File: src/hw/rtl/cpa_pkg.sv
`timescale 1ns / 1ps
// ----------------------------------------------------------------------------
// cpa_pkg
// Types and widths shared by the closest point of approach table.
// ----------------------------------------------------------------------------
package cpa_pkg;

  localparam int MulW  = 43;          // serial multiplier operand width
  localparam int ProdW = 2 * MulW;    // full product width
  localparam int NumW  = ProdW;       // divider numerator width
  localparam int DenW  = 35;          // divider denominator width
  localparam int QuoW  = 48;          // divider quotient width
  localparam int RootW = QuoW / 2;    // square root result width
  localparam int TermW = 50;          // signed product terms

  localparam logic ACT_STORE = 1'b0;
  localparam logic ACT_QUERY = 1'b1;

  typedef struct packed {
    logic               action;
    logic [5:0]         vehicle_slot;
    logic [5:0]         other_slot;
    logic signed [23:0] pos_x;
    logic signed [23:0] pos_y;
    logic signed [15:0] vel_x;
    logic signed [15:0] vel_y;
  } req_item_t;

  typedef struct packed {
    logic        pair_valid;
    logic        will_approach;
    logic [23:0] approach_time;
    logic [23:0] approach_distance;
  } rsp_item_t;

  typedef struct packed {
    logic signed [23:0] pos_x;
    logic signed [23:0] pos_y;
    logic signed [15:0] vel_x;
    logic signed [15:0] vel_y;
  } rec_t;

endpackage

File: src/hw/rtl/cpa_div.sv
`timescale 1ns / 1ps
// ----------------------------------------------------------------------------
// cpa_div
// Restoring divider, one quotient bit per cycle, saturating on overflow.
// ----------------------------------------------------------------------------
module cpa_div (
  input  logic                     clk,
  input  logic                     rst,
  input  logic                     start,
  input  logic [cpa_pkg::NumW-1:0] num,
  input  logic [cpa_pkg::DenW-1:0] den,
  output logic                     done,
  output logic [cpa_pkg::QuoW-1:0] q
);
  import cpa_pkg::*;

  localparam int CW = $clog2(QuoW + 1);
  localparam int HW = NumW - QuoW;

  logic            run;
  logic [CW-1:0]   cnt;
  logic [DenW-1:0] rem;
  logic [QuoW-1:0] nsh;
  logic [DenW:0]   r2;

  assign r2 = {rem, nsh[QuoW-1]};

  always_ff @(posedge clk) begin
    if (rst) begin
      run  <= 1'b0;
      done <= 1'b0;
      cnt  <= '0;
    end else begin
      done <= 1'b0;
      if (start) begin
        if (num[NumW-1:QuoW] >= HW'(den)) begin
          q    <= '1;
          done <= 1'b1;
        end else begin
          rem <= num[QuoW+DenW-1:QuoW];
          nsh <= num[QuoW-1:0];
          q   <= '0;
          cnt <= CW'(QuoW);
          run <= 1'b1;
        end
      end else if (run) begin
        if (r2 >= {1'b0, den}) begin
          rem <= DenW'(r2 - {1'b0, den});
          q   <= {q[QuoW-2:0], 1'b1};
        end else begin
          rem <= DenW'(r2);
          q   <= {q[QuoW-2:0], 1'b0};
        end
        nsh <= nsh << 1;
        cnt <= cnt - 1'b1;
        if (cnt == CW'(1)) begin
          run  <= 1'b0;
          done <= 1'b1;
        end
      end
    end
  end

endmodule

File: config.mk
export PLATFORM = sky130hd
export DESIGN_NAME = cpa_div
export DESIGN_NICKNAME = d
export VERILOG_FILES = /design/src/hw/rtl/cpa_pkg.sv /design/src/hw/rtl/cpa_div.sv
export SDC_FILE = /design/constraint.sdc
export NUM_CORES = 1
export LEC_CHECK = 0
export BUFFER_PORTS_ARGS = -buffer_cell sky130_fd_sc_hd__buf_4
export CORE_MARGIN = 2
export CORE_UTILIZATION = 25
export DETAILED_ROUTE_END_ITERATION = 8
export GPL_ROUTABILITY_DRIVEN = 0
export PLACE_DENSITY_LB_ADDON = 0.1
export SKIP_LAST_GASP = 1
export SYNTH_ARGS = -nofsm -noshare
export SYNTH_HDL_FRONTEND = slang
export SYNTH_SLANG_ARGS = --single-unit
File: constraint.sdc
create_clock -name clk -period 6.09 [get_ports clk]
set_input_delay 0.3045 -clock clk [delete_from_list [all_inputs] [get_ports clk]]
set_output_delay 0.3045 -clock clk [all_outputs]
set_load 0.01 [all_outputs]
* Word level (Yosys, flattened, before mapping) *
Index checks and enable logic that the tools add are counted.

operators by class
  $add $sub $neg = 2
  order comparisons = 2
  bitwise gates (word level) = 1
  reductions and logical operators = 4
  mux-type cells = 22
  eq/ne operators = 2

operators by type and width
  cell                                                                 number
  48-bit 2-to-1 mux                                                    6
  35-bit 2-to-1 mux                                                    4
  38-bit by 35-bit >= comparator with 1-bit output                     1
  36-bit by 35-bit >= comparator with 1-bit output                     1
  35-bit subtractor                                                    1
  6-bit 2-to-1 mux                                                     3
  1-bit 2-to-1 mux                                                     9
  6-bit by 1-bit == test with 1-bit output (second input constant)     1
  6-bit by 1-bit subtractor with 6-bit output (second input constant)  1
  2-bit AND reduction                                                  2
  3-bit AND reduction                                                  1
  2-bit != test (second input constant)                                1
  2-bit nonzero test                                                   1
  1-bit NOT                                                            1

storage, ports and cells
  logic and storage cells = 39
  register bits = 139
  bits of input ports = 124

* Depth between registers and ports, before layout *
Gate-level depths: netlist of the first run.

  word-level depth = 4
  depth in mapped cells = 14
  depth with buffers taken out = 13

* Worst setup path after synthesis of the first run *
Ideal clock, no wire load.

  path kind = input -> register
  start = input den[31] (netlist bit)
  end = register nsh[0] (enable)
  library setup time = 552 ps
  setup slack = -506 ps
  arrival = 6044 ps
  stages on the path = 12
  cells stage by stage = inv_1 ha_1 a21o_1 a21oi_1 nor2b_1 o21ai_0 nand2_1 a2111oi_0 a31o_2 nand2_1 clkbuf_1 a21oi_1

between the ends
  longest elaborated chain between the ends = 3

RTL lines
  element                                           line           text
  start, declared                                   cpa_div.sv:11  input logic [cpa_pkg::DenW-1:0] den,
  38-bit by 35-bit >= comparator with 1-bit output  cpa_div.sv:36  if (num[NumW-1:QuoW] >= HW'(den)) begin
  2-bit != test (no source line)                    n/a
  3-bit AND reduction (no source line)              n/a
  end signal, assigned                              cpa_div.sv:41  nsh <= num[QuoW-1:0];
  end signal, assigned                              cpa_div.sv:54  nsh <= nsh << 1;
  end, declared                                     cpa_div.sv:23  logic [QuoW-1:0] nsh;

Every way passes these cells.
A chain may end at the register's enable or synchronous reset.

* Worst setup path after layout of the first run *
  start = register nsh[47]
  end = register rem[27] (data pin)

between the ends
  longest elaborated chain between the ends = 4
  elaborated cells between the ends (all ways) = 5
  those cells by class = 1 x add/sub; 1 x order compare; 3 x mux

RTL lines
  element                                                                                       line                          text
  35-bit subtractor / 36-bit by 35-bit >= comparator with 1-bit output (equally long branches)  cpa_div.sv:48, cpa_div.sv:47
  35-bit 2-to-1 mux (*)                                                                         cpa_div.sv:47                 if (r2 >= {1'b0, den}) begin
  35-bit 2-to-1 mux (*)                                                                         cpa_div.sv:46                 end else if (run) begin
  35-bit 2-to-1 mux (*)                                                                         cpa_div.sv:35                 if (start) begin
  end signal, assigned                                                                          cpa_div.sv:40                 rem <= num[QuoW+DenW-1:QuoW];
  end signal, assigned                                                                          cpa_div.sv:48                 rem <= DenW'(r2 - {1'b0, den});
  end signal, assigned                                                                          cpa_div.sv:51                 rem <= DenW'(r2);
  end, declared                                                                                 cpa_div.sv:22                 logic [DenW-1:0] rem;

Mark *: on every way between the ends. The rest lies on a longest branch, timed or not. The select of a mux whose other input is x is not followed.

==> metrics.md, run 1 <==
| Metric | Value |
|---|---|
| Status | `finished clean` |
| CTS Buf Count | `17` |
| GRT overflow | `0` |
| Biggest area consumer among synthesized cells | `edfxtp_1` |
| Core area | `0.0353 sq mm` |
| Resize count post-CTS | `0` |
| Die Ht | `193 um` |
| Initial Util | `0.252` |
| Synthesized area | `0.00889 sq mm` |
| Setup repair bufs after CTS | `0` |
| P_leak | `4.49 nW` |
| Final Max Slew Viols | `0` |
| Synth top area share | `0.443` |
| Sequential area share after synthesis | `0.461` |
| Slew @ Worst Pin | `0.783 ns` |
| Final hold vios | `0` |
| Crit-path max FO | `32` |
| Post-synth ARST share | `0` |
| Wire length of the first global-routing pass | `39.7 mm` |
| Die width | `193 um` |
| Post-CTS Hold Fix Bufs | `0` |
| Post-DP Area | `0.0107 sq mm` |
| Routed vias | `6823` |
| Fin crit share | `0.589` |
| Final setup viols | `0` |
| Antenna Nets Post-Route | `0` |
| Clock sinks | `139` |
| Peak supply drop | `185 uV` |
| Antenna cells | `0` |
| Seq cells post-synth | `139` |
| Syn Nets | `1019` |
| Synth cell types | `65` |
| Power per Cell Area | `234 mW/mm^2` |
| Clock Skews | `0.0116 ns` |
| Final setup margin | `2.50 ns` |
| Setup crit end kind | `flip-flop` |
| Post-synth EDFFs | `131` |
| I/O pin cnt | `173` |
| Final net count | `1179` |
| HP Class | `primary input to flip-flop` |
| Detailed-route DRC error count | `0` |
| Finished Core Util | `0.318` |
| RR Startpoint | `nsh[47]$_DFFE_PP_` |
| CTS H-tree depth | `4` |
| Post-Layout Inst Area | `0.0112 sq mm` |
| Routed length per instance | `17.5 um` |
| CTS tree | `built` |
| IO Port Bufs | `172` |
| Final setup TNS | `0 ns` |
| Yosys warns | `0` |
| Mean area per synthesized cell | `10.8 sq um` |
| DR iter-0 viols | `373` |
| Crit path from | `nsh[47]$_DFFE_PP_` |
| Clk pin slew, worst setup/hold paths | `0.06 ns` |
| Gr usage total | `0.141` |
| Drt via density | `4.69` |
| RSZ-0062 raised after global routing | `false` |
| Fmax | `279 MHz` |
| Largest cells by area after synthesis | `edfxtp_1, ha_1, mux2_2, o21a_1, a21oi_1` |
| Post-DP HPWL | `18.6 mm` |
| CP arrival | `3.76 ns` |
| Vias in the first global route | `6936` |
| Post-synth top flop | `edfxtp_1` |
| Layout area overhead | `26.5%` |
| Clock buffer depth | `2` |
| Relative slew slack | `0.464` |
| Routed wire length | `25.5 mm` |
| Row count | `69` |
| MaxCap Viol Count | `0` |
| Post-synthesis cell count | `822` |
| Worst EP required | `6.27 ns` |
| Drt pass-1 iters | `4` |
| Dpl ws | `1.99 ns` |
| Final Critical Period | `3.59 ns` |
| Pin count of the biggest net entering global routing | `58` |
| Clock insertion delay at the later pin of the skew report | `0.43 ns` |
| Kind of critical path | `flip-flop to flip-flop` |
| Die area | `0.0371 sq mm` |
| Worst hold path startpoint | `num[0]` |
| Layout cell share with drive strength beyond 1 | `0.284` |
| Critical Path Start Type | `flip-flop` |
| Initial antenna violation count | `0` |
| Root buffer cell | `clkbuf_16` |
[report_power, final]
group | leakage (nW) | switching (mW) | internal (mW)
clock network | 0.276 | 0.442 | 0.602
registers | 1.24 | 0.0166 | 1.09
logic | 2.97 | 0.249 | 0.224
total | 4.49 | 0.708 | 1.92
[cells in the mapped netlist, drive strengths merged (2+ instances only)]
master     n
a21boi     2
inv       57
a31o       2
and4       2
and3       9
a211oi    11
nand2     50
a221o      5
nor4       4
o31ai      6
nor3      13
o21bai     5
nand2b     4
or4b       2
clkbuf    32
o221ai     2
nor2b      5
mux2      54
a31oi      8
o21a      63
a21o      28
or2        3
edfxtp   131
nand4     19
o211ai     8
a2111oi    2
xnor2     18
mux2i      4
xor2      11
dfxtp      8
buf        8
o31a       2
ha        72
or3        3
and2       4
a21oi     65
nor2      36
o21ai     43
nand3      8
[sequential cells by signal (all words and copies together), names as in the netlist]
| name | cells |
|---|---|
| q | 48 |
| nsh | 48 |
| rem | 35 |
| cnt | 6 |
| done | 1 |
| run | 1 |
[worst max-delay path, stage by stage, from the launching register on]
cell      delay, ns
edfxtp_1       0.39
inv_1          0.07
ha_1           0.16
inv_1          0.05
fa_1           0.45
a211oi_2       0.24
o21ai_2        0.13
o221ai_2       0.19
a21oi_1        0.11
or3_1          0.40
a211oi_4       0.22
buf_4          0.36
nor2_1         0.20
a221o_1        0.35
[per-stage QoR]
step / total power [mW] / instances / hold slack, ns
2_1_floorplan: 1.42 / 822 / 0.465
3_3_place_gp: 1.61 / 1424 / 0.485
3_5_place_dp: 1.61 / 1424 / 0.493
4_1_cts: 2.68 / 1456 / 0.127
5_1_grt: 2.76 / 1456 / 0.143
6_report: 2.63 / 1456 / 0.156
[cell families (layout without fill, tap and decap cells)]
| group | Yosys count | after routing | synth area share |
|---|---|---|---|
| adders and majority gates | 73 | 73 | 0.104 |
| and+or+nand+nor | 164 | 164 | 0.0921 |
| AOI/OAI and AO/OA | 262 | 262 | 0.199 |
| DFF | 139 | 139 | 0.461 |
| muxes | 58 | 58 | 0.0729 |
| xor gates and xnor gates | 29 | 29 | 0.0286 |
| buffers and inverters | 97 | 270 | 0.0429 |
[path summary, 6_finish.rpt]
kind | end | slack, ns | cells past startpoint
setup / recovery | rem[27]$_DFFE_PP_ | 2.50 | 13
hold / removal | nsh[0]$_SDFFCE_PN0P_ | 0.16 | 2
setup reg to reg | rem[27]$_DFFE_PP_ | 2.50 | 13
hold reg to reg | cnt[1]$_SDFFE_PP0P_ | 0.51 | 1
[final cells by class]
| class | count | area, sq um |
|---|---|---|
| Timing Repair Buffer | 181 | 1360 |
| Inverter | 57 | 214 |
| Sequential cell | 139 | 4090 |
| Fill cell | 3666 | 24100 |
| Tap cell | 461 | 577 |
| Clock buffer | 17 | 425 |
| Multi-Input combinational cell | 586 | 4430 |
| Clock inverter | 15 | 144 |
[layer usage]
layer / track usage / part of all wire
met2: 0.225 / 0.46
met4: 0.0379 / 0.0092
met1: 0.188 / 0.48
met3: 0.0400 / 0.049
met5: 0 / 0
[cells in the final DEF, fill, tap and decap left out, types with 11 or more instances in the layout]
| cell | synthesis | final |
|---|---|---|
| nand4_1 | 19 | 19 |
| clkbuf_16 | 0 | 17 |
| xor2_1 | 11 | 11 |
| ha_1 | 72 | 72 |
| xnor2_1 | 18 | 18 |
| nor3_1 | 13 | 13 |
| o21a_1 | 63 | 63 |
| a21o_1 | 28 | 28 |
| inv_1 | 57 | 57 |
| buf_4 | 0 | 181 |
| edfxtp_1 | 131 | 131 |
| nand2_1 | 49 | 48 |
| a21oi_1 | 64 | 63 |
| mux2_2 | 54 | 54 |
| o21ai_0 | 41 | 41 |
| nor2_1 | 35 | 34 |
No activity file was read; power rests on OpenSTA's default activity.
==> run 2, diff against run 1 <==
--- a/config.mk
+++ b/config.mk
@@ -5,6 +5,7 @@
 export SDC_FILE = /design/constraint.sdc
 export NUM_CORES = 1
 export LEC_CHECK = 0
+export ABC_AREA = 1
 export BUFFER_PORTS_ARGS = -buffer_cell sky130_fd_sc_hd__buf_4
 export CORE_MARGIN = 2
 export CORE_UTILIZATION = 25
==> constraint.sdc (replaced) <==
create_clock -name clk -period 3 [get_ports clk]
set_input_delay 0.15 -clock clk [delete_from_list [all_inputs] [get_ports clk]]
set_output_delay 0.15 -clock clk [all_outputs]
set_load 0.01 [all_outputs]
==> metrics.md, run 2 <==
| Metric | Value |
|---|---|
| Biggest regs | `nsh (48), q (48), rem (35)` |
| Post-synth top flop | `edfxtp_1` |
| Biggest area consumer among synthesized cells | `edfxtp_1` |
| Drt pass-1 iters | `5 (+1)` |
| Vias in the first global route | `9117 (+31%)` |
| Core area | `0.0378 sq mm (+6.9%)` |
| Seq cells post-synth | `139 (unchanged)` |
| Syn Nets | `1477 (+45%)` |
| Compound-Gate Fraction of Synth Area | `0.0566 (-0.143)` |
| Die Ht | `200 um (+4.0%)` |
| Fin crit share | `0.930 (+0.341)` |
| Antenna Nets Post-Route | `0 (unchanged)` |
| Synth Area in Simple Gates | `0.330 (+0.238)` |
| CTS H-tree depth | `4 (unchanged)` |
| P_leak | `6.10 nW (+36%)` |
| Final Critical Period | `2.79 ns (-0.798 ns)` |
| Most frequent cells in the layout | `nand2_1, buf_4, edfxtp_1` |
| Post-synth EDFFs | `131 (unchanged)` |
| Power per Cell Area | `441 mW/mm^2 (+89%)` |
| Yosys warns | `0 (unchanged)` |
| Final setup viols | `0 (unchanged)` |
| Row count | `71 (+2.9%)` |
| Routed vias | `8812 (+29%)` |
| Root buffer cell | `clkbuf_16` |
| CP arrival | `2.98 ns (-0.78 ns)` |
| Post-synthesis cell count | `1280 (+56%)` |
| Routed wire length | `30.2 mm (+18%)` |
| Final net count | `1721 (+46%)` |
| Kind of critical path | `flip-flop to flip-flop` |
| Layout area overhead | `33.5%` |
| Synth top area share | `0.409 (-0.0337)` |
| Critical Path Start Type | `flip-flop` |
| RSZ-0062 raised after global routing | `false` |
| CTS tree | `built` |
| Synth Area in XOR/XNOR | `0.0173 (-0.0113)` |
| Relative slew slack | `0.527 (+0.0628)` |
| Initial Util | `0.255 (+0.00312)` |
| Synth cell types | `34 (-48%)` |
| Pin count of the biggest net entering global routing | `69 (+19%)` |
| IO Port Bufs | `172 (unchanged)` |
| Wire length of the first global-routing pass | `49.1 mm (+24%)` |
| Layout cell share with drive strength beyond 1 | `0.156 (-0.128)` |
| Die area | `0.0401 sq mm (+8.1%)` |
| Status | `finished clean` |
| Clock buffer depth | `2 (unchanged)` |
| Final Max Slew Viols | `0 (unchanged)` |
| Post-DP HPWL | `22.6 mm (+22%)` |
| Detailed-route DRC error count | `0 (unchanged)` |
| Final hold vios | `0 (unchanged)` |
| Routed length per instance | `14.7 um (-16%)` |
| Post-Synth Adder-Cell Area | `0.0957 (-0.00790)` |
| Synthesized area | `0.00962 sq mm (+8.3%)` |
| Clock insertion delay at the later pin of the skew report | `0.44 ns (about the same)` |
| Largest cells by area after synthesis | `edfxtp_1, nand2_1, ha_1, inv_1, a21oi_1` |
| Fillers | `4106 (+12%)` |
| HP Class | `primary input to flip-flop` |
| Top-count cell post-synth | `nand2_1` |
| Combinational family with the most area after synthesis | `simple AND/OR/NAND/NOR gates` |
| Post-synthesis mux area share | `0 (-0.0729)` |
| Mean area per synthesized cell | `7.52 sq um (-30%)` |
| Resize count post-CTS | `0 (unchanged)` |
| MaxCap Viol Count | `0 (unchanged)` |
| I/O pin cnt | `173 (unchanged)` |
| Worst EP required | `3.19 ns (-3.08 ns)` |
| R2R Setup Slk | `0.21 ns (-2.29 ns)` |
| CTS Buf Count | `17 (unchanged)` |
| Crit-path max FO | `14 (-56%)` |
| Final setup TNS | `0 ns (unchanged)` |
| Slew @ Worst Pin | `0.709 ns (-0.0740 ns)` |
| Clock sinks | `139 (unchanged)` |
| Peak supply drop | `395 uV (+110%)` |
| Fmax | `358 MHz (+29%)` |
| Drt via density | `4.30 (-8.3%)` |
| Gr usage total | `0.154 (+0.0124)` |
| Commonest non-fill, non-tap cell in the layout | `nand2_1` |
| Clock Skews | `0.0110 ns (-0.000668 ns)` |
| Clk pin slew, worst setup/hold paths | `0.07 ns (about the same)` |
| Post-synth ARST share | `0 (unchanged)` |
| Placed Cells | `1937 (+36%)` |
| Die width | `200 um (+4.0%)` |
| Initial antenna violation count | `3 (+3)` |
| Layout Cells excl Fill | `2050 (+41%)` |
| GRT overflow | `0 (unchanged)` |
| Setup crit end kind | `flip-flop` |
| Sequential area share after synthesis | `0.426 (-0.0351)` |
| DR iter-0 viols | `480 (+29%)` |
| Commonest cells post-synth | `nand2_1, edfxtp_1, inv_1` |
[run 2: metal layers]
metal / track usage / wire, um
met5: 0 / 12
met4: 0.0330 / 308
met3: 0.0342 / 1300
met2: 0.260 / 14200
met1: 0.201 / 14400
[run 2: path summary, 6_finish.rpt]
kind,end,depth (start not counted),from
worst min register to register,run$_SDFFE_PP0P_,2,run$_SDFFE_PP0P_
worst min-delay path,rem[11]$_DFFE_PP_,3,num[59]
worst max register to register,rem[13]$_DFFE_PP_,15,nsh[47]$_DFFE_PP_
worst max-delay path,rem[13]$_DFFE_PP_,15,nsh[47]$_DFFE_PP_
[run 2: cell families (layout without fill, tap and decap cells)]
group,after synthesis,in the layout
other,0,2
AOI/OAI and AO/OA,105,105
DFF,139,139
buffers and inverters,172,429
xor gates and xnor gates,19,19
and+or+nand+nor,772,772
adders and majority gates,73,73
[run 2: critical path, stage by stage (launching register included)]
cell and delay, ns:
edfxtp_1 0.37, inv_1 0.10, ha_1 0.14, inv_1 0.06, fa_1 0.43, nand3_1 0.10, nand2_1 0.14, nand3_1 0.13
nand3_2 0.15, nand2_2 0.11, nand2_2 0.07, nand2_2 0.21, buf_4 0.27, nand3b_1 0.11, nand3_1 0.09, nand2_1 0.05
[run 2: cell type report]
cell class | instances | area (sq um) | share of cell area
Timing Repair Buffer | 264 | 2200 | 0.172
Multi-Input combinational cell | 969 | 4830 | 0.376
Clock inverter | 13 | 143 | 0.0111
Sequential cell | 139 | 4090 | 0.319
Antenna cell | 2 | 5.00 | 0.000390
Clock buffer | 19 | 433 | 0.0337
Inverter | 133 | 502 | 0.0391
Tap cell | 511 | 639 | 0.0498
[run 2: power breakdown]
group          internal, mW  leakage (nW)  switching (mW)
Sequential             2.24          1.28          0.0383
Clock                  1.23         0.283           0.911
Combinational         0.525          4.54           0.713
Total                  4.00          6.10            1.66
[run 2: what timing repair did]
action	in CTS	in global routing
endpoints found under the hold margin	81	0
buffers inserted	0	0
hold buffers	79	0
[run 2: through the flow]
stage / power [mW] / util / hold WS (ns) / setup slack (ns) / instance area (sq um)
2_1_floorplan: 3.05 / - / 0.323 / 0.0117 / 9630
3_3_place_gp: 3.49 / 0.304 / 0.417 / 0.269 / 11500
3_5_place_dp: 3.49 / 0.304 / 0.411 / 0.228 / 11500
4_1_cts: 5.76 / 0.340 / 0.000450 / 0.219 / 12800
5_1_grt: 5.99 / 0.340 / 0.0148 / 0.00126 / 12800
6_report: 5.66 / 0.340 / 0.0245 / 0.209 / 12800
==> run 3, diff against run 2 <==
==> constraint.sdc (replaced) <==
create_clock -name clk -period 2.7 [get_ports clk]
set_input_delay 0.135 -clock clk [delete_from_list [all_inputs] [get_ports clk]]
set_output_delay 0.135 -clock clk [all_outputs]
set_load 0.01 [all_outputs]
==> metrics.md, run 3 (synthesis gave the netlist of run 2 again) <==
| Metric | Value |
|---|---|
| Status | `finished clean` |
| Post-DP HPWL | `23.3 mm (+3.0%)` |
| MaxCap Viol Count | `0 (unchanged)` |
| CP arrival | `2.66 ns (-0.32 ns)` |
| Most frequent cells in the layout | `nand2_1, buf_4, edfxtp_1` |
| Routed vias | `8910 (+1.1%)` |
| CP Cell Sequence | `dlygate4sd3_1 > buf_4 > ha_4 > nand2_1 > inv_1 > nand2_1 > nand2_1 > a21oi_1 > nand2_1 > nand2_1 > nand3_2 > nand2_4 > nand2_4 > nor2_4 > buf_12 > buf_12` |
| CP max stage delay | `0.54 ns (+0.11 ns)` |
| Clock buffer depth | `2 (unchanged)` |
| Final setup TNS | `0 ns (unchanged)` |
| Die Ht | `200 um (unchanged)` |
| Drt pass-1 iters | `6 (+1)` |
| Power per Cell Area | `480 mW/mm^2 (+8.9%)` |
| Post-DP Area | `0.0120 sq mm (+4.2%)` |
| Relative slew slack | `0.563 (+0.0356)` |
| Wire length of the first global-routing pass | `49.3 mm (+0.45%)` |
| Detailed-route DRC error count | `0 (unchanged)` |
| CP max-delay cell | `dlygate4sd3_1` |
| Final Critical Period | `2.52 ns` |
| Layout area overhead | `39.1%` |
| Dpl ws | `0.134 ns (-0.0942 ns)` |
| Core area | `0.0378 sq mm (unchanged)` |
| Finished Core Util | `0.355 (+0.0143)` |
| Drt via density | `4.33 (+0.67%)` |
| IO Port Bufs | `172 (unchanged)` |
| Min Hold Slack | `0.0238 ns (-0.000700 ns)` |
| Fmax | `396 MHz` |
| GRT overflow | `0 (unchanged)` |
| Peak supply drop | `380 uV (-3.7%)` |
| Die area | `0.0401 sq mm (unchanged)` |
| Antenna Nets Post-Route | `0 (unchanged)` |
| Row count | `71 (unchanged)` |
| HP Class | `primary input to flip-flop` |
| Final Max Slew Viols | `0 (unchanged)` |
| Die width | `200 um (unchanged)` |
| Clock Skews | `0.00838 ns (-0.00258 ns)` |
| Post-Layout Inst Area | `0.0134 sq mm (+4.2%)` |
| Slew @ Worst Pin | `0.656 ns (-0.0535 ns)` |
| Commonest non-fill, non-tap cell in the layout | `nand2_1` |
| Pin count of the biggest net entering global routing | `77 (+12%)` |
| CTS Buf Count | `17 (unchanged)` |
| Final setup viols | `0 (unchanged)` |
| DR iter-0 viols | `515 (+7.3%)` |
| Final setup margin | `0.177 ns (-0.0325 ns)` |
| Critical Path Start Type | `primary input` |
| Final hold vios | `0 (unchanged)` |
| Fin crit share | `0.934` |
| Routed length per instance | `14.9 um (+1.6%)` |
| CTS H-tree depth | `4 (unchanged)` |
| Biggest regs | `nsh (48), q (48), rem (35)` |
| Crit-path max FO | `22 (+8)` |
| P_leak | `6.12 nW (+0.41%)` |
| Kind of critical path | `primary input to flip-flop` |
| Clock insertion delay at the later pin of the skew report | `0.43 ns (about the same)` |
| Initial Util | `0.255 (unchanged)` |
| Layout cell share with drive strength beyond 1 | `0.201 (+0.0448)` |
| Gr usage total | `0.155 (+0.00123)` |
| Setup repair bufs after CTS | `0 (unchanged)` |
| RSZ-0062 raised after global routing | `false` |
| Final net count | `1727 (+0.35%)` |
| Vias in the first global route | `9159 (+0.46%)` |
| Routed wire length | `30.8 mm (+2.1%)` |
| I/O pin cnt | `173 (unchanged)` |
| Root buffer cell | `clkbuf_16` |
| Clk pin slew, worst setup/hold paths | `0.06 ns (about the same)` |
| Initial antenna violation count | `7 (+4)` |
| Setup crit end kind | `flip-flop` |
| Worst EP required | `2.84 ns (-0.35 ns)` |
| Clock sinks | `139 (unchanged)` |
| CTS tree | `built` |
| CP most frequent cell | `nand2_1` |
[run 3: cell types whose count changed in the layout (fill, tap and decap cells not counted), sizes merged]
cell      previous run  this run
clkinvlp             1         4
inv                136       138
buf                185       191
clkinv               7         3
diode                2         5
clkbuf              19        18
[run 3: timing repair]
action	4_1_cts	5_1_grt
hold buffers	79	0
gates resized for setup	0	9
endpoints found under the hold margin	81	0
endpoints found under the setup margin	0	29
[run 3: critical path, delay by kind of cell]
family          cells  cell delay, ns
simple gates        9            0.84
fa+ha+maj           1            0.20
buf+inv             5            1.11
compound gates      1            0.32
[run 3: power breakdown]
| part | internal, mW | switching (mW) |
|---|---|---|
| Combinational | 0.630 | 0.834 |
| Clock | 1.39 | 1.04 |
| Sequential | 2.49 | 0.0440 |
[run 3: through the flow]
stage                     cells  total power, mW
final                      2059             6.42
after global routing       2058             6.81
after CTS                  2054             6.52
after detailed placement   1943             3.96
after global placement     1943             3.96
after floorplan            1280             3.43
[run 3: final cells by class]
class / instances / area, sq um
fillers: 4003 / 24400
well taps: 511 / 639
repair buffers: 270 / 2310
diodes: 5 / 12.5
clock buffers: 18 / 429
inverters: 133 / 542
multi-input cells: 969 / 5200
flip-flops and latches: 139 / 4090
clock inverters: 14 / 164
[run 3: routing by layer]
metal | part of all wire | GRT usage | vias up
met5 | 0.0015 | 0 | -
li1 | - | - | 4638
met1 | 0.48 | 0.206 | 4047
met4 | 0.018 | 0.0413 | 6
met3 | 0.053 | 0.0431 | 29
met2 | 0.44 | 0.247 | 190
[run 3: final timing paths]
path | from | to | slack (ns) | cells past startpoint
max | num[65] | rem[18]$_DFFE_PP_ | 0.18 | 16
min | num[72] | rem[24]$_DFFE_PP_ | 0.02 | 3
max reg2reg | nsh[47]$_DFFE_PP_ | rem[30]$_DFFE_PP_ | 0.23 | 16
min reg2reg | run$_SDFFE_PP0P_ | run$_SDFFE_PP0P_ | 0.48 | 2
